$ cat src/hw/rtl/tkpress_pkg.sv
// Shared types and constants for the three-key press classifier.
// No dependencies; imported by the lane, merge and top-level modules.
package tkpress_pkg;

    localparam int CNT_W     = 16;  // hold counter width
    localparam int CODE_W    = 8;   // press code width
    localparam int LEVEL_W   = 3;   // key level field width
    localparam int CFG_IDX_W = 2;   // configuration register index width
    localparam int CFG_DW    = 16;  // configuration write data width

    localparam logic [CFG_IDX_W-1:0] REG_LONG_THR  = CFG_IDX_W'(0);
    localparam logic [CFG_IDX_W-1:0] REG_SHORT_THR = CFG_IDX_W'(1);

    localparam logic [CNT_W-1:0] LONG_THR_RST  = CNT_W'(100);
    localparam logic [CNT_W-1:0] SHORT_THR_RST = CNT_W'(2);

    localparam logic CMD_SCAN = 1'b0;
    localparam logic CMD_SET  = 1'b1;

    // What one lane found on the current scan tick.
    typedef struct packed {
        logic set_long;
        logic set_short;
    } lane_hit_t;

endpackage

$ cat src/hw/rtl/three_key_short_long_press_classifier.sv
// Top level of the short/long press classifier: config registers, key lanes,
// merge stage and a two-entry output buffer. Depends on tkpress_pkg,
// tkpress_lane and tkpress_merge.
//
//  channel | direction | handshake           | payload
//  --------+-----------+---------------------+-------------------------------------
//  s_      | in        | s_valid / s_ready   | s_command, s_key_levels, s_new_press
//  m_      | out       | m_valid / m_ready   | m_press_code
//  cfg_    | in        | cfg_wen (no wait)   | cfg_index, cfg_wdata
//
// One request per clock while s_ready is high; its result is registered into the output buffer.
// The lane counters update and compare in the same cycle, so the only loop
// is the counter/latched-code register update.
// A two-entry output buffer lets one more request in while a result is stalled;
// s_ready drops only when both entries are full.
// Synchronous active-low reset clears counters, code and buffer valid flags and loads default thresholds.
module three_key_short_long_press_classifier
    import tkpress_pkg::*;
#(
    parameter int NUM_KEYS = 3
)(
    input  logic                 aclk,
    input  logic                 aresetn,
    input  logic                 s_valid,
    output logic                 s_ready,
    input  logic                 s_command,
    input  logic [LEVEL_W-1:0]   s_key_levels,
    input  logic [CODE_W-1:0]    s_new_press,
    output logic                 m_valid,
    input  logic                 m_ready,
    output logic [CODE_W-1:0]    m_press_code,
    input  logic                 cfg_wen,
    input  logic [CFG_IDX_W-1:0] cfg_index,
    input  logic [CFG_DW-1:0]    cfg_wdata
);

    logic [CNT_W-1:0]  long_thr_reg;
    logic [CNT_W-1:0]  short_thr_reg;
    logic              push;
    logic              pop;
    logic              scan_en;
    logic [CODE_W-1:0] code_next;
    lane_hit_t         hits [NUM_KEYS];

    logic              head_valid_reg;
    logic              skid_valid_reg;
    logic [CODE_W-1:0] head_reg;
    logic [CODE_W-1:0] skid_reg;

    assign s_ready      = !skid_valid_reg;
    assign push         = s_valid && s_ready;
    assign pop          = head_valid_reg && m_ready;
    assign scan_en      = push && (s_command == CMD_SCAN);
    assign m_valid      = head_valid_reg;
    assign m_press_code = head_reg;

    always_ff @(posedge aclk) begin
        if (!aresetn) begin
            long_thr_reg  <= LONG_THR_RST;
            short_thr_reg <= SHORT_THR_RST;
        end else if (cfg_wen) begin
            unique case (cfg_index)
                REG_LONG_THR:  long_thr_reg  <= CNT_W'(cfg_wdata);
                REG_SHORT_THR: short_thr_reg <= CNT_W'(cfg_wdata);
                default: ;
            endcase
        end
    end

    for (genvar k = 0; k < NUM_KEYS; k++) begin : g_lane
        logic pressed;
        // Keys without a level bit read as held.
        if (k < LEVEL_W) begin : g_pin
            assign pressed = !s_key_levels[k];
        end else begin : g_nopin
            assign pressed = 1'b1;
        end

        tkpress_lane u_lane (
            .aclk      (aclk),
            .aresetn   (aresetn),
            .scan_en   (scan_en),
            .pressed   (pressed),
            .long_thr  (long_thr_reg),
            .short_thr (short_thr_reg),
            .hit       (hits[k])
        );
    end

    tkpress_merge #(
        .NUM_KEYS (NUM_KEYS)
    ) u_merge (
        .aclk      (aclk),
        .aresetn   (aresetn),
        .req_en    (push),
        .command   (s_command),
        .new_press (s_new_press),
        .hits      (hits),
        .code_next (code_next)
    );

    // Output buffer: head drives the port, skid holds one extra result.
    always_ff @(posedge aclk) begin
        if (!aresetn) begin
            head_valid_reg <= 1'b0;
            skid_valid_reg <= 1'b0;
        end else begin
            if (pop && push) begin
                head_valid_reg <= 1'b1;
            end else if (pop) begin
                head_valid_reg <= skid_valid_reg;
                skid_valid_reg <= 1'b0;
            end else if (push) begin
                if (head_valid_reg) begin
                    skid_valid_reg <= 1'b1;
                end else begin
                    head_valid_reg <= 1'b1;
                end
            end
        end
    end

    always_ff @(posedge aclk) begin
        if (pop && push) begin
            head_reg <= code_next;
        end else if (pop) begin
            head_reg <= skid_reg;
        end else if (push) begin
            if (head_valid_reg) begin
                skid_reg <= code_next;
            end else begin
                head_reg <= code_next;
            end
        end
    end

`ifndef ASSERT_OFF
    // The skid entry is never occupied without a head entry.
    a_skid_needs_head: assert property (@(posedge aclk) disable iff (!aresetn)
        skid_valid_reg |-> head_valid_reg)
        else $error("skid entry valid with empty head");
    // Backpressure on the input only while a result is waiting.
    a_ready_low_has_result: assert property (@(posedge aclk) disable iff (!aresetn)
        !s_ready |-> m_valid)
        else $error("input stalled with no result pending");
    // Popping with the skid full moves the buffered result forward.
    a_skid_advance: assert property (@(posedge aclk) disable iff (!aresetn)
        pop && skid_valid_reg |=> m_valid && m_press_code == $past(skid_reg))
        else $error("skid result lost on pop");
`endif

endmodule

$ cat src/hw/rtl/tkpress_lane.sv
// One key lane: saturating hold counter and threshold compares.
// Depends on tkpress_pkg.
module tkpress_lane
    import tkpress_pkg::*;
(
    input  logic             aclk,
    input  logic             aresetn,
    input  logic             scan_en,
    input  logic             pressed,
    input  logic [CNT_W-1:0] long_thr,
    input  logic [CNT_W-1:0] short_thr,
    output lane_hit_t        hit
);

    logic [CNT_W-1:0] cnt_reg;
    logic [CNT_W-1:0] cnt_next;
    logic [CNT_W-1:0] cnt_inc;

    // Stop at full scale instead of wrapping.
    assign cnt_inc  = (cnt_reg == '1) ? cnt_reg : cnt_reg + CNT_W'(1);
    assign cnt_next = pressed ? cnt_inc : '0;

    always_comb begin
        hit = '0;
        if (pressed) begin
            hit.set_long = (cnt_inc > long_thr);
        end else begin
            hit.set_short = (cnt_reg < long_thr) && (cnt_reg > short_thr);
            hit.set_long  = (cnt_reg > long_thr);
        end
    end

    always_ff @(posedge aclk) begin
        if (!aresetn) begin
            cnt_reg <= '0;
        end else if (scan_en) begin
            cnt_reg <= cnt_next;
        end
    end

`ifndef ASSERT_OFF
    // A released key always leaves its counter at zero.
    a_release_clears: assert property (@(posedge aclk) disable iff (!aresetn)
        scan_en && !pressed |=> cnt_reg == '0)
        else $error("lane counter not cleared on release");
    // A held key never loses count.
    a_hold_grows: assert property (@(posedge aclk) disable iff (!aresetn)
        scan_en && pressed |=> cnt_reg >= $past(cnt_reg) && cnt_reg != '0)
        else $error("lane counter dropped while held");
    // Short and long never fire together.
    a_hit_exclusive: assert property (@(posedge aclk) disable iff (!aresetn)
        !(hit.set_long && hit.set_short))
        else $error("lane reports short and long at once");
`endif

endmodule

$ cat src/hw/rtl/tkpress_merge.sv
// Merging stage: takes the set value or combines lane hits in key order, and holds the latched code.
// Depends on tkpress_pkg.
module tkpress_merge
    import tkpress_pkg::*;
#(
    parameter int NUM_KEYS = 3
)(
    input  logic              aclk,
    input  logic              aresetn,
    input  logic              req_en,
    input  logic              command,
    input  logic [CODE_W-1:0] new_press,
    input  lane_hit_t         hits [NUM_KEYS],
    output logic [CODE_W-1:0] code_next
);

    logic [CODE_W-1:0] latched_reg;

    // Later keys take priority, so walk upward and overwrite.
    always_comb begin
        code_next = latched_reg;
        if (command == CMD_SET) begin
            code_next = new_press;
        end else begin
            for (int i = 0; i < NUM_KEYS; i++) begin
                if (hits[i].set_long) begin
                    code_next = CODE_W'(2 * i + 2);
                end else if (hits[i].set_short) begin
                    code_next = CODE_W'(2 * i + 1);
                end
            end
        end
    end

    always_ff @(posedge aclk) begin
        if (!aresetn) begin
            latched_reg <= '0;
        end else if (req_en) begin
            latched_reg <= code_next;
        end
    end

endmodule

$ cat config.mk
export PLATFORM = sky130hd
export DESIGN_NAME = three_key_short_long_press_classifier
export DESIGN_NICKNAME = d
export VERILOG_FILES = /design/src/hw/rtl/tkpress_pkg.sv /design/src/hw/rtl/three_key_short_long_press_classifier.sv /design/src/hw/rtl/tkpress_lane.sv /design/src/hw/rtl/tkpress_merge.sv
export SDC_FILE = /design/constraint.sdc
export NUM_CORES = 1
export LEC_CHECK = 0
export BUFFER_PORTS_ARGS = -buffer_cell sky130_fd_sc_hd__clkbuf_2
export CORE_UTILIZATION = 60
export CTS_BUF_LIST = sky130_fd_sc_hd__clkbuf_4 sky130_fd_sc_hd__clkbuf_8
export DETAILED_ROUTE_END_ITERATION = 10
export GPL_TIMING_DRIVEN = 0
export PLACE_DENSITY = 0.78
export SETUP_SLACK_MARGIN = 0.2
export SLEW_MARGIN = 20
export SYNTH_ARGS = -nofsm -noshare
export SYNTH_HDL_FRONTEND = slang
export SYNTH_SLANG_ARGS = --single-unit
$ cat constraint.sdc
create_clock -name aclk -period 7.34 [get_ports aclk]
set_input_delay 1.468 -clock aclk [delete_from_list [all_inputs] [get_ports aclk]]
set_output_delay 1.468 -clock aclk [all_outputs]
set_load 0.05 [all_outputs]
Word level (Yosys, flattened, before mapping)
Index checks and enable logic that the tools add are counted.

Output and inout bits: 10. Logic and storage cells: 79. Bits of input ports: 35. Register bits after elaboration: 106.

Magnitude comparators: 12. Add/sub/neg operators: 3. Reduce and logical (&&, ||, !) cells: 17. Eq/ne operators: 5. Multiplexer cells: 29. Bitwise logic cells: 3.

Operators with widths (number): 16-bit > comparator (9); 16-bit 2-to-1 mux (6); 8-bit 2-to-1 mux (11); 16-bit by 1-bit adder with 16-bit output (second input constant) (3); 16-bit equality test (second input constant) (3); 16-bit < comparator (3); 1-bit 2-to-1 mux (12); 1-bit logical AND (7); 2-bit AND reduction (3); 4-bit AND reduction (1); 2-bit nonzero test (2); 3-bit by 2-bit inequality test with 1-bit output (second input constant) (1); 1-bit NOT (3); 3-bit AND reduction (1); 3-bit nonzero test (1); 2-bit by 1-bit equality test with 1-bit output (second input constant) (1); 2-bit zero test (1); 1-bit zero test (1).

Longest topological paths before layout
Gate-level depths: netlist of the first run.

Depth after elaboration: 14. Gate-level depth with buffers: 18. Mapped depth without buffers: 16.

Hierarchy
Synthesis of the first run repeated with hierarchy kept, for this count alone.

Cell total of the unflattened synthesis: 1155. Area total of the unflattened synthesis: 9322.7 um^2.

By module, submodules not included: tkpress_lane (g_lane[0].u_lane ...) (cells an instance 305, times used 2, sequential area each 320.3 um^2, area each 2252.2 um^2); tkpress_lane (g_lane[1].u_lane) (cells an instance 302, times used 1, sequential area each 320.3 um^2, area each 2277.2 um^2); three_key_short_long_press_classifier (cells an instance 171, times used 1, sequential area each 1161.1 um^2, area each 2008.2 um^2); tkpress_merge (cells an instance 72, times used 1, sequential area each 160.2 um^2, area each 533.0 um^2).

Worst setup path before layout of the first run
Ideal clock, no wire load.

Path type: reg2reg. From: reg g_lane[2].u_lane.cnt_reg[1]. To: reg skid_reg[3] (data pin). Clock period less this slack: 3.978 ns. Buffers on the path: 1. Path slack: 3.362 ns. Library setup time: 0.144 ns. Data required time: 7.196 ns. Arrival: 3.834 ns. Cell stages (with the launch flop): 18. Cells stage by stage: dfxtp_1 ha_1 nand2_1 or2_2 nor4_4 nor2_1 and3_1 xor2_1 ha_1 a21oi_1 o21ai_0 a221o_1 a211o_1 a221oi_2 and3b_2 nand2_2 buf_6 o21ai_1.

Word-level cells in the longest chain between the ends: 6. Elaborated cells on any way between the ends: 13. Classes of those cells: add/sub: 1; order compare: 4; eq/ne: 1; mux: 6; reduce/logical: 1.

Ends and longest elaborated chain: from (decl) (line tkpress_lane.sv:15) `logic [CNT_W-1:0] cnt_reg;`; from (signal assigned) (line tkpress_lane.sv:37) `cnt_reg <= cnt_next;`; 16-bit by 1-bit adder with 16-bit output, or another cell as far along (line tkpress_lane.sv:20) `assign cnt_inc = (cnt_reg == '1) ? cnt_reg : cnt_reg + CNT_W'(1);`; 16-bit 2-to-1 mux or 1-bit logical AND (tied branches) (line tkpress_lane.sv:20, tkpress_lane.sv:28); 16-bit > comparator or 1-bit 2-to-1 mux (tied branches) (line tkpress_lane.sv:26, tkpress_lane.sv:25); 1-bit 2-to-1 mux or 8-bit 2-to-1 mux (tied branches) (line tkpress_lane.sv:25, tkpress_merge.sv:28); 8-bit 2-to-1 mux (*) (line tkpress_merge.sv:26) `if (hits[i].set_long) begin`; 8-bit 2-to-1 mux (*) (line tkpress_merge.sv:22) `if (command == CMD_SET) begin`; named net code_next[3] (line three_key_short_long_press_classifier.sv:42) `logic [CODE_W-1:0] code_next;`; to (signal assigned) (line three_key_short_long_press_classifier.sv:130) `skid_reg <= code_next;`; to (decl) (line three_key_short_long_press_classifier.sv:48) `logic [CODE_W-1:0] skid_reg;`.

The timed path passes the listed nets; every way through them passes the cells marked *. A chain may end at the register's enable or synchronous reset.

Final worst setup path of the first run
From: reg g_lane[2].u_lane.cnt_reg[1]. To: reg head_reg[6] (netlist: m_press_code[6]) (data pin).

Word-level cells in the longest chain between the ends: 10. Elaborated cells on any way between the ends: 17. Classes of those cells: add/sub: 1; order compare: 4; eq/ne: 1; mux: 10; reduce/logical: 1.

Ends and longest elaborated chain: 16-bit by 1-bit adder with 16-bit output, or another cell as far along (line tkpress_lane.sv:20); 16-bit 2-to-1 mux or 1-bit logical AND (tied branches) (line tkpress_lane.sv:20, tkpress_lane.sv:28); 16-bit > comparator or 1-bit 2-to-1 mux (tied branches) (line tkpress_lane.sv:26, tkpress_lane.sv:25); 1-bit 2-to-1 mux or 8-bit 2-to-1 mux (tied branches) (line tkpress_lane.sv:25, tkpress_merge.sv:28); 8-bit 2-to-1 mux (*) (line tkpress_merge.sv:26); 8-bit 2-to-1 mux (*) (line tkpress_merge.sv:22); 8-bit 2-to-1 mux (line three_key_short_long_press_classifier.sv:129) `if (head_valid_reg) begin`; 8-bit 2-to-1 mux (line three_key_short_long_press_classifier.sv:128) `end else if (push) begin`; 8-bit 2-to-1 mux (line three_key_short_long_press_classifier.sv:126) `end else if (pop) begin`; 8-bit 2-to-1 mux (*) (line three_key_short_long_press_classifier.sv:124) `if (pop && push) begin`; to (signal assigned) (line three_key_short_long_press_classifier.sv:125) `head_reg <= code_next;`; to (signal assigned) (line three_key_short_long_press_classifier.sv:127) `head_reg <= skid_reg;`; to (signal assigned) (line three_key_short_long_press_classifier.sv:132) `head_reg <= code_next;`; to (decl) (line three_key_short_long_press_classifier.sv:47) `logic [CODE_W-1:0] head_reg;`.

Mark *: on every way between the ends. The rest lies on a longest branch, timed or not. The select of a mux whose other input is x is not followed.

==> results of run 1 <==
==> metrics by stage <==
stage / cell area, sq um / worst slack, ns / total power, uW
after CTS: 9170 / 2.57 / 1230
after global placement: 8960 / 2.70 / 855
after floorplan: 8520 / 3.36 / 788
after detailed placement: 8960 / 2.64 / 861
after global routing: 9170 / 2.27 / 1280
final: 9170 / 2.48 / 1230
==> layout by cell type (no fill, tap or decap), types with 9 or more instances in the layout <==
cell type and n:
clkbuf_2 43, xnor2_1 19, o211ai_1 10, nand3_1 34, nand4_1 33, ha_1 149, dfxtp_1 90, or3_1 9
nor2b_1 9, xor2_1 17, edfxtp_1 16, and3_1 18, a21o_1 15, a22oi_1 22, clkbuf_8 10, nor3_1 16
nand2_1 133, o21ai_1 9, inv_1 53, clkbuf_1 27, nor2_1 75, a21oi_1 123, o21ai_0 45, a31oi_1 9
==> power by group through the flow <==
stage / registers (uW) / clock network [uW] / logic (uW)
5_1_grt: 625 / 403 / 253
6_report: 622 / 380 / 230
3_3_place_gp: 635 / 0 / 221
4_1_cts: 622 / 385 / 227
2_1_floorplan: 657 / 0 / 131
3_5_place_dp: 635 / 0 / 226
==> metal layers <==
metal	GRT usage	routed length, microns	vias to the layer above	part of all wire
met5	0	0	-	0
met4	0.136	819	0	0.033
met2	0.553	11000	333	0.44
li1	-	-	3988	-
met3	0.0634	2100	51	0.085
met1	0.479	10900	3848	0.44
==> worst max-delay path, stage by stage (launching register included) <==
cell and delay, ns:
dfxtp_1 0.48, ha_1 0.21, nand2_1 0.10, or2_2 0.38, nor4_4 0.47, nor2_1 0.21, and3_1 0.26, xor2_1 0.16
ha_1 0.31, a21oi_1 0.12, o21ai_0 0.14, a221o_1 0.35, a211o_1 0.29, a221oi_2 0.41, and3b_2 0.30, nand2_2 0.13
o31ai_1 0.33
==> kinds of logic (layout without fill, tap and decap cells) <==
logic type / count (synthesis) / after routing / synth area share
and+or+nand+nor: 376 / 376 / 0.217
AOI/OAI and AO/OA: 288 / 288 / 0.210
adders and majority gates: 149 / 149 / 0.219
DFF: 106 / 106 / 0.268
buffers and inverters: 87 / 146 / 0.0395
xor gates and xnor gates: 36 / 36 / 0.0370
muxes: 7 / 7 / 0.00911
==> layout make-up <==
class,instances,area (sq um),area share
Buffer,33,134,0.0146
Clock buffer,10,138,0.0150
Clock inverter,6,70.1,0.00764
Inverter,54,203,0.0221
Multi-Input combinational cell,856,5910,0.644
Sequential cell,106,2280,0.249
Tap cell,180,225,0.0245
Timing Repair Buffer,43,215,0.0235
==> path summary, 6_finish.rpt <==
check	from	to	slack, ns	cells past startpoint
setup / recovery	g_lane[2].u_lane.cnt_reg[1]	m_press_code[6]	2.48	16
hold / removal	long_thr_reg[10]	long_thr_reg[10]	0.46	2
setup reg to reg	g_lane[2].u_lane.cnt_reg[1]	m_press_code[6]	2.48	16
hold reg to reg	long_thr_reg[10]	long_thr_reg[10]	0.46	2
==> flow_summary_export.csv, run 1 <==
group,metric,value,unit
run_status,run_status,"complete, but fails checks",
run_status,violations_in_the_final_reports,"design-rule violations",
clock_network,cts_root_buffer,"clkbuf_8",
clock_network,cts-root-to-sink-buffers,2,
synth,synthArstFlopShare,0,
placement,placed_cells,1272,
placement,portBuffers,43,
layout,fin_util,0.661,
drt,number_of_nets_with_antenna_violations_after_routing,0,
timing,maxClockFrequency,206,MHz
synth,postSynthAreaPerCell,8.12,sq um
timing,setup_viol,0,
synth,synth_top_cells_by_count,"149 x ha_1, 133 x nand2_1, 123 x a21oi_1, 90 x dfxtp_1, 75 x nor2_1",
synth,yosysWarnings,0,
worst_setup_path,cp.arrival,5.07,ns
layout,fillerInstances,1256,
clock_network,clk_pin_slew,0.12,ns
run,maxCapViolations,0,
global_routing,grt_pass1_vias,7583,
timing,fin_tns_setup,0,ns
pwr,power.sequential.fraction,0.505,
clock_network,holdBufCountCts,0,
worst_setup_path,critical_path.startpoint_type,"flip-flop",
die,floorplan.core_area,13900,sq um
timing,fin_crit,4.86,ns
pwr,intPower,825,uW
worst_setup_path,worst_ep_required_time,7.55,ns
synth,synth_most_common_cell,"ha_1",
clock_network,cts_tree,"built",
timing,post-route-period-util,0.662,
synth,post_synth_instance_area,8520,sq um
layout,layoutNonFillerInstCount,1288,
pwr,power-per-cell-area,134,nW/um^2
synth,mappedNetlistNets,1233,
clock_network,clock_tree.htree_level_count,3,
global_routing,global_route.overflow_total,0,
synth,yosys_most_used_dff,"dfxtp_1",
worst_setup_path,worstPathMaxFanout,8,
die,design.portCount,45,
synth,netlist-cell-type-count,69,
drt,routed-via-count,8220,
die,die_ht,121,microns
timing,slew_headroom,0.444,
clock_network,numCtsBuffers,9,
drt,drc_errors,2,
synth,number_of_enable_type_register_cells_in_the_synthesized_netlist,16,
timing,holdWs,0.464,ns
worst_setup_path,crit_path_end_kind,"flip-flop",
die,start_util,0.613,
drt,wirelength,24800,microns
layout,area_delta_synth_final,7.73,%
pwr,clockPowerShare,0.309,
timing,slew_violations,0,
global_routing,grt_antenna_before_repair,0,
layout,largest_register_ff_count,48,
min_path,min-delay-path-class,"reg2reg",
worst_setup_path,timing_worst_setup_path_type,"reg2reg",
pwr,p_comb_frac,0.187,
global_routing,wire_length_of_the_first_global_routing_pass,39500,microns
clock_network,cts_num_sinks,106,
timing,finalHoldViolCount,0,
layout,ant_diodes,0,
timing,finalClockSkew,0.0150,ns
synth,synth_top_cell_area_share,0.219,
layout,drive_above_1_share,0.0812,
clock_network,clkLatencyLatePin,0.41,ns
global_routing,grt_usage,0.353,
synth,register_bit_count_reported_by_yosys,106,
die,die_w,121,microns
synth,synthDominantAreaCellType,"ha_1",
drt,avgViaCountPerCell,6.38,
drt,dr.pass1.iters,8,
clock_network,cts_resized,0,
synth,seq_area_frac_synth,0.268,
drt,number_of_drc_markers_after_the_initial_detailed_route_iteration,698,
placement,place_hpwl,18500,microns
pwr,netSwitchingPower,408,uW
placement,gp_congestion,0.969,
global_routing,grt_start_max_net_pins,21,
synth,post_synth_main_area_contributors,"ha_1 22%, dfxtp_1 21%, a21oi_1 7.2%",
timing,tightest_slew,0.830,ns
synth,netlist_instances,1049,
clock_network,cts_setup_buffers,0,
pwr,total_leakage_power,0.00402,uW
pwr,power_switching_share,0.331,
pwr,worst_ir_drop_vdd,0.144,mV
layout,nets_final,1287,
die,row_count,43,
timing,setup_repair_after_global_routing_missed_its_margin,"false",
die,floorplan.die_area,14700,sq um
drt,route.detailed.wl_per_inst,19.2,microns
(Power assumes the default switching activity.)
==> inputs of run 2 (changes only) <==
--- a/config.mk
+++ b/config.mk
@@ -6,11 +6,11 @@
 export NUM_CORES = 1
 export LEC_CHECK = 0
 export BUFFER_PORTS_ARGS = -buffer_cell sky130_fd_sc_hd__clkbuf_2
-export CORE_UTILIZATION = 60
+export CORE_UTILIZATION = 58
 export CTS_BUF_LIST = sky130_fd_sc_hd__clkbuf_4 sky130_fd_sc_hd__clkbuf_8
 export DETAILED_ROUTE_END_ITERATION = 10
 export GPL_TIMING_DRIVEN = 0
-export PLACE_DENSITY = 0.78
+export PLACE_DENSITY = 0.79
 export SETUP_SLACK_MARGIN = 0.2
 export SLEW_MARGIN = 20
 export SYNTH_ARGS = -nofsm -noshare
==> constraint.sdc (replaced) <==
create_clock -name aclk -period 4.1 [get_ports aclk]
set_input_delay 0.82 -clock aclk [delete_from_list [all_inputs] [get_ports aclk]]
set_output_delay 0.82 -clock aclk [all_outputs]
set_load 0.05 [all_outputs]
==> run 2 against run 1 <==
Net effect: the flow finishes with violations (negative setup slack); via count up 5.0%; power up 80%; clock skew about the same; die area up 3.4%; utilization rose by 4.4 points; combinational power grew 98%; register-to-register slack worse by 2.6 ns; fmax rose by 14%; global-route usage rose by 0.45 points; clock power is 73% higher; worst setup slack lost 2.6 ns; routed wire length up 9.0%.
==> flow_summary_export.csv, run 2 (synthesis results as in run 1) <==
group,metric,value,unit
layout,layoutNonFillerInstCount,1328,
worst_setup_path,timing_worst_setup_path_type,"reg2reg",
pwr,total_leakage_power,0.00432,uW
worst_setup_path,cp.arrival,4.50,ns
die,die_w,123,microns
global_routing,global_route.overflow_total,0,
placement,gp_congestion,0.968,
worst_setup_path,critPathSlowestCell,"dfxtp_2",
timing,post-route-period-util,1.04,
pwr,clockPowerShare,0.296,
layout,drive_above_1_share,0.177,
clock_network,numCtsBuffers,9,
layout,most-common-layout-cells,"147 x ha_1, 130 x nand2_1, 120 x a21oi_1",
drt,routed-via-count,8634,
run_status,run_status,"complete, but fails checks",
worst_setup_path,critPathMaxStageDelay,0.36,ns
drt,avgViaCountPerCell,6.50,
drt,drc_errors,0,
die,design.portCount,45,
worst_setup_path,crit_path_end_kind,"flip-flop",
placement,placed_cells,1272,
timing,finalClockSkew,0.0147,ns
timing,setup_repair_after_global_routing_missed_its_margin,"true",
pwr,worst_ir_drop_vdd,0.189,mV
clock_network,clkLatencyLatePin,0.41,ns
layout,nets_final,1327,
timing,slew_headroom,0.466,
clock_network,clock_tree.htree_level_count,3,
layout,largest_register_ff_count,48,
die,die_ht,123,microns
timing,slew_violations,0,
timing,fin_crit,4.26,ns
timing,finalWorstSetupSlack,-0.164,ns
global_routing,grt_usage,0.357,
clock_network,cts_num_sinks,106,
global_routing,grt_start_max_net_pins,20,
die,start_util,0.604,
pwr,p_comb_frac,0.205,
layout,ant_diodes,0,
clock_network,holdBufCountCts,0,
clock_network,cts-root-to-sink-buffers,2,
worst_setup_path,top_cell_by_count_worst_path,"buf_6",
timing,tightest_slew,0.801,ns
clock_network,clk_pin_slew,0.11,ns
global_routing,grt_pass1_vias,7941,
layout,final_common_cell,"ha_1",
placement,portBuffers,43,
clock_network,cts_root_buffer,"clkbuf_8",
drt,wirelength,27000,microns
timing,maxClockFrequency,235,MHz
min_path,min-delay-path-class,"reg2reg",
timing,holdWs,0.461,ns
worst_setup_path,worstPathMaxFanout,7,
layout,area_delta_synth_final,16.6,%
worst_setup_path,critical_path.startpoint_type,"flip-flop",
placement,pre_cts_ws,-0.433,ns
drt,dr.pass1.iters,5,
pwr,power-per-cell-area,223,nW/um^2
pwr,netSwitchingPower,746,uW
worst_setup_path,worstPathCellList,"buf_6 -> and4_4 -> nand3_4 -> nor4_4 -> buf_6 -> nor2_4 -> and3_4 -> xor2_1 -> ha_1 -> a21oi_1 -> o21ai_1 -> a221o_1 -> a211o_1 -> a221oi_4 -> and3b_2 -> nand2_4 -> o31ai_2",
global_routing,grt_antenna_before_repair,0,
die,floorplan.core_area,14100,sq um
drt,number_of_nets_with_antenna_violations_after_routing,0,
die,row_count,43,
pwr,power_switching_share,0.337,
die,floorplan.die_area,15200,sq um
worst_setup_path,critical_path.top_delay_family,"compound AO/OA/AOI/OAI gates",
run_status,violations_in_the_final_reports,"negative setup slack",
drt,route.detailed.wl_per_inst,20.3,microns
timing,setup_viol,18,
worst_setup_path,cp_num_buf_inv,2,
placement,place_hpwl,18500,microns
clock_network,cts_tree,"built",
timing,finalHoldViolCount,0,
run,maxCapViolations,0,
global_routing,wire_length_of_the_first_global_routing_pass,40700,microns
drt,number_of_drc_markers_after_the_initial_detailed_route_iteration,839,
worst_setup_path,worst_ep_required_time,4.34,ns
pwr,power.sequential.fraction,0.499,
pwr,intPower,1470,uW
==> run 2: cell count changes in the layout (fill, tap and decap cells not counted), moves of 5 or more <==
cell	before	now
o21ai_2	0	5
buf_4	0	35
o31ai_1	6	1
dfxtp_2	0	13
dfxtp_1	90	65
buf_6	1	8
dfxtp_4	0	12
and3_1	18	13
==> run 2: worst register-to-register path: stages, from the launching register on <==
cell and delay (ns):
dfxtp_2 0.36, buf_6 0.12, and4_4 0.23, nand3_4 0.12
nor4_4 0.34, buf_6 0.18, nor2_4 0.06, and3_4 0.18
xor2_1 0.14, ha_1 0.30, a21oi_1 0.22, o21ai_1 0.15
a221o_1 0.36, a211o_1 0.32, a221oi_4 0.34, and3b_2 0.28
nand2_4 0.13, o31ai_2 0.28
==> run 2: timing repair <==
item | CTS | global route
gates cloned | 1 | 0
resized for setup | 76 | 45
endpoints found under the setup margin | 24 | 24
pin swaps | 23 | 19
buffers inserted | 21 | 18
==> run 2: power groups by stage <==
stage / clock network, uW / registers, uW / logic, uW
5_1_grt: 698 / 1110 / 495
6_report: 657 / 1110 / 455
2_1_floorplan: 0 / 1180 / 234
3_3_place_gp: 0 / 1140 / 395
4_1_cts: 664 / 1110 / 420
3_5_place_dp: 0 / 1140 / 403
==> run 2: cell type report <==
cell class / count / area (sq um)
buffer: 33 / 156
clock buffer: 10 / 131
clock inverter: 6 / 55.1
fill: 1109 / 4170
inverter: 54 / 203
multi-input combinational: 856 / 6280
sequential: 106 / 2340
tap: 180 / 225
timing repair buffer: 83 / 534
==> run 2: final timing paths <==
path                                                  start         endpoint  slack, ns  cells past startpoint
worst min register to register              long_thr_reg[4]  long_thr_reg[4]       0.46                      2
worst max-delay path            g_lane[2].u_lane.cnt_reg[3]  m_press_code[6]      -0.16                     17
worst max register to register  g_lane[2].u_lane.cnt_reg[3]  m_press_code[6]      -0.16                     17
worst min-delay path                        long_thr_reg[4]  long_thr_reg[4]       0.46                      2
==> run 2: through the flow <==
| step | TNS (ns) | instance area (sq um) | util | power [uW] |
|---|---|---|---|---|
| after detailed placement | -7.44 | 8970 | 0.637 | 1540 |
| after CTS | 0 | 9580 | 0.679 | 2190 |
| after floorplan | 0 | 8530 | - | 1410 |
| after global placement | -7.73 | 8970 | 0.636 | 1530 |
| after global routing | -3.33 | 9930 | 0.704 | 2300 |
| final | -2.25 | 9930 | 0.704 | 2220 |
==> run 2: metal layers <==
metal	track usage	vias up	share of wire
met2	0.539	469	0.44
met5	0	-	0
met3	0.0780	107	0.10
met4	0.197	0	0.054
li1	-	4070	-
met1	0.472	3988	0.41
==> inputs of run 3 (changes only) <==
--- a/config.mk
+++ b/config.mk
@@ -6,13 +6,14 @@
 export NUM_CORES = 1
 export LEC_CHECK = 0
 export BUFFER_PORTS_ARGS = -buffer_cell sky130_fd_sc_hd__clkbuf_2
+export CORE_ASPECT_RATIO = 0.8
 export CORE_UTILIZATION = 58
 export CTS_BUF_LIST = sky130_fd_sc_hd__clkbuf_4 sky130_fd_sc_hd__clkbuf_8
 export DETAILED_ROUTE_END_ITERATION = 10
 export GPL_TIMING_DRIVEN = 0
 export PLACE_DENSITY = 0.79
+export RECOVER_POWER = 100
 export SETUP_SLACK_MARGIN = 0.2
-export SLEW_MARGIN = 20
 export SYNTH_ARGS = -nofsm -noshare
 export SYNTH_HDL_FRONTEND = slang
 export SYNTH_SLANG_ARGS = --single-unit
==> run 3 against run 2 <==
Net effect: the run now ends clean; via count is essentially flat; non-clock buffer count shrank 8; cell count shrank 0.30%; worst setup slack gained 0.23 ns; first-iteration DRC count grew 13%; sequential power is essentially flat; power grew 4.1%; fmax grew 5.6%; clock power grew 15%; die area is essentially flat; utilization shrank 1.8 points; worst hold slack gained 0.0018 ns; largest power group unchanged.
==> flow_summary_export.csv, run 3 (synthesis results as in run 1) <==
group,metric,value,unit
run_status,run_status,"complete, no violations",
placement,portBuffers,43,
timing,tightest_slew,1.32,ns
pwr,clockPowerShare,0.326,
drt,route.detailed.wl_per_inst,20.3,microns
timing,finalHoldViolCount,0,
drt,number_of_drc_markers_after_the_initial_detailed_route_iteration,949,
drt,routed-via-count,8630,
layout,ant_diodes,0,
min_path,worstHoldPathCells,2,
die,row_count,39,
min_path,whs_endpoint,"long_thr_reg[15]",
drt,dr.pass1.iters,6,
global_routing,grt_use_met1,0.488,
clock_network,clock_tree.htree_level_count,3,
layout,area_delta_synth_final,15.3,%
drt,avgViaCountPerCell,6.52,
timing,fin_tns_setup,0,ns
global_routing,grt_use_met3,0.0933,
worst_setup_path,worst_ep_required_time,4.44,ns
worst_setup_path,crit-reg2reg-capture,"u_merge.latched_reg[3]",
pwr,netSwitchingPower,781,uW
timing,slew_headroom,0.114,
placement,place_hpwl,18900,microns
worst_setup_path,r2r_setup_slack,0.06,ns
die,die_w,137,microns
global_routing,grt_start_max_net_pins,21,
die,die_ht,110,microns
timing,post-route-period-util,0.984,
timing,setup_repair_after_global_routing_missed_its_margin,"true",
global_routing,grt_usage,0.358,
min_path,min-delay-path-class,"reg2reg",
timing,maxClockFrequency,248,MHz
layout,final_common_cell,"ha_1",
global_routing,grtUsageMet2,0.526,
worst_setup_path,worstPathMaxFanout,8,
pwr,worst_ir_drop_vdd,0.212,mV
die,design.portCount,45,
drt,drc_errors,0,
run,maxCapViolations,0,
min_path,hold_path_startpoint,"long_thr_reg[15]",
timing,fin_crit,4.04,ns
worst_setup_path,worst_r2r_startpoint,"g_lane[2].u_lane.cnt_reg[3]",
die,start_util,0.596,
layout,drive_above_1_share,0.160,
timing,finalClockSkew,0.0182,ns
pwr,intPower,1530,uW
global_routing,wire_length_of_the_first_global_routing_pass,40500,microns
layout,fin_util,0.687,
clock_network,clk_pin_slew,0.13,ns
placement,gp_congestion,0.931,
worst_setup_path,ff2ff_path_depth,17,
die,floorplan.core_area,14300,sq um
clock_network,cts-root-to-sink-buffers,2,
global_routing,global_route.overflow_total,0,
worst_setup_path,cp.arrival,4.37,ns
drt,number_of_nets_with_antenna_violations_after_routing,0,
layout,nets_final,1319,
clock_network,numCtsBuffers,9,
clock_network,holdBufCountCts,0,
pwr,power_switching_share,0.338,
clock_network,clkLatencyLatePin,0.43,ns
global_routing,grt_antenna_before_repair,0,
drt,wirelength,26800,microns
clock_network,cts_tree,"built",
pwr,p_comb_frac,0.194,
worst_setup_path,crit_path_end_kind,"flip-flop",
worst_setup_path,critical_path.startpoint_type,"flip-flop",
pwr,total_leakage_power,0.00425,uW
die,floorplan.die_area,15200,sq um
worst_setup_path,timing_worst_setup_path_type,"reg2reg",
layout,most-common-layout-cells,"146 x ha_1, 131 x nand2_1, 119 x a21oi_1",
timing,slew_violations,0,
global_routing,gr-max-usage-layer,"met2",
layout,largest_register_ff_count,48,
clock_network,cts_num_sinks,106,
pwr,power-per-cell-area,235,nW/um^2
clock_network,cts_root_buffer,"clkbuf_8",
timing,setup_viol,0,
global_routing,grt_pass1_vias,7752,
pwr,power.sequential.fraction,0.479,
## run 3: changes by cell type in the layout (fill, tap and decap cells not counted), sizes merged
cell    delta
clkinv     +1
buf       -11
clkbuf     +2
bufinv     +1
inv        -1
## run 3: worst max path at each step
stage / from / depth (start not counted) / to
floorplan: g_lane[2].u_lane.cnt_reg[3] / 17 / skid_reg[3]
global placement: g_lane[2].u_lane.cnt_reg[3] / 16 / m_press_code[5]
detailed placement: g_lane[2].u_lane.cnt_reg[3] / 16 / m_press_code[5]
CTS: g_lane[1].u_lane.cnt_reg[4] / 16 / u_merge.latched_reg[1]
global route: g_lane[2].u_lane.cnt_reg[3] / 15 / m_press_code[6]
finish: g_lane[2].u_lane.cnt_reg[3] / 17 / u_merge.latched_reg[3]
## run 3: worst max-delay path, stage by stage (launching register included)
cell and delay (ns):
dfxtp_2 0.35, buf_6 0.13, and4_4 0.16, nand3_4 0.15, nor4_4 0.05, buf_6 0.14, nor4b_1 0.48, xor2_1 0.28
ha_1 0.30, nand4_1 0.14, nor2_1 0.06, a221o_1 0.29, a211o_1 0.34, a221oi_4 0.34, and3b_2 0.27, nand2_4 0.11
buf_4 0.20, a31oi_1 0.15
## run 3: timing repair
action	CTS	global route
endpoints found under the setup margin	24	24
gates cloned	1	0
pin swaps	15	13
buffers inserted	16	15
resized for setup	75	36
## run 3: stage by stage
stage	area, sq um	power [uW]	worst slack, ns	hold slack, ns	instances
floorplan	8530	1410	0.206	0.436	1049
global placement	8970	1530	-0.443	0.442	1276
detailed placement	8970	1540	-0.547	0.447	1276
CTS	9570	2280	0.206	0.463	1309
global route	9820	2380	-0.114	0.478	1324
finish	9820	2310	0.0640	0.463	1324
## run 3: cell type report
cell class | instances | area [sq um]
Multi-Input combinational cell | 856 | 6220
Fill cell | 1149 | 4480
Sequential cell | 106 | 2340
Timing Repair Buffer | 75 | 448
Tap cell | 184 | 230
Inverter | 54 | 203
Buffer | 33 | 153
Clock buffer | 9 | 124
Clock inverter | 7 | 95.1
## run 3: per-layer routing
| metal | wire length [microns] | part of all wire | vias up |
|---|---|---|---|
| li1 | - | - | 4068 |
| met1 | 11600 | 0.43 | 4038 |
| met2 | 11300 | 0.42 | 443 |
| met3 | 2970 | 0.11 | 81 |
| met4 | 998 | 0.037 | 0 |
| met5 | 0 | 0 | - |
## run 3: power groups by stage
stage,Sequential (uW),Combinational (uW),Clock (uW)
6_report,1110,449,753
3_5_place_dp,1140,403,0
5_1_grt,1110,486,780
4_1_cts,1110,426,745
2_1_floorplan,1180,234,0
3_3_place_gp,1140,395,0
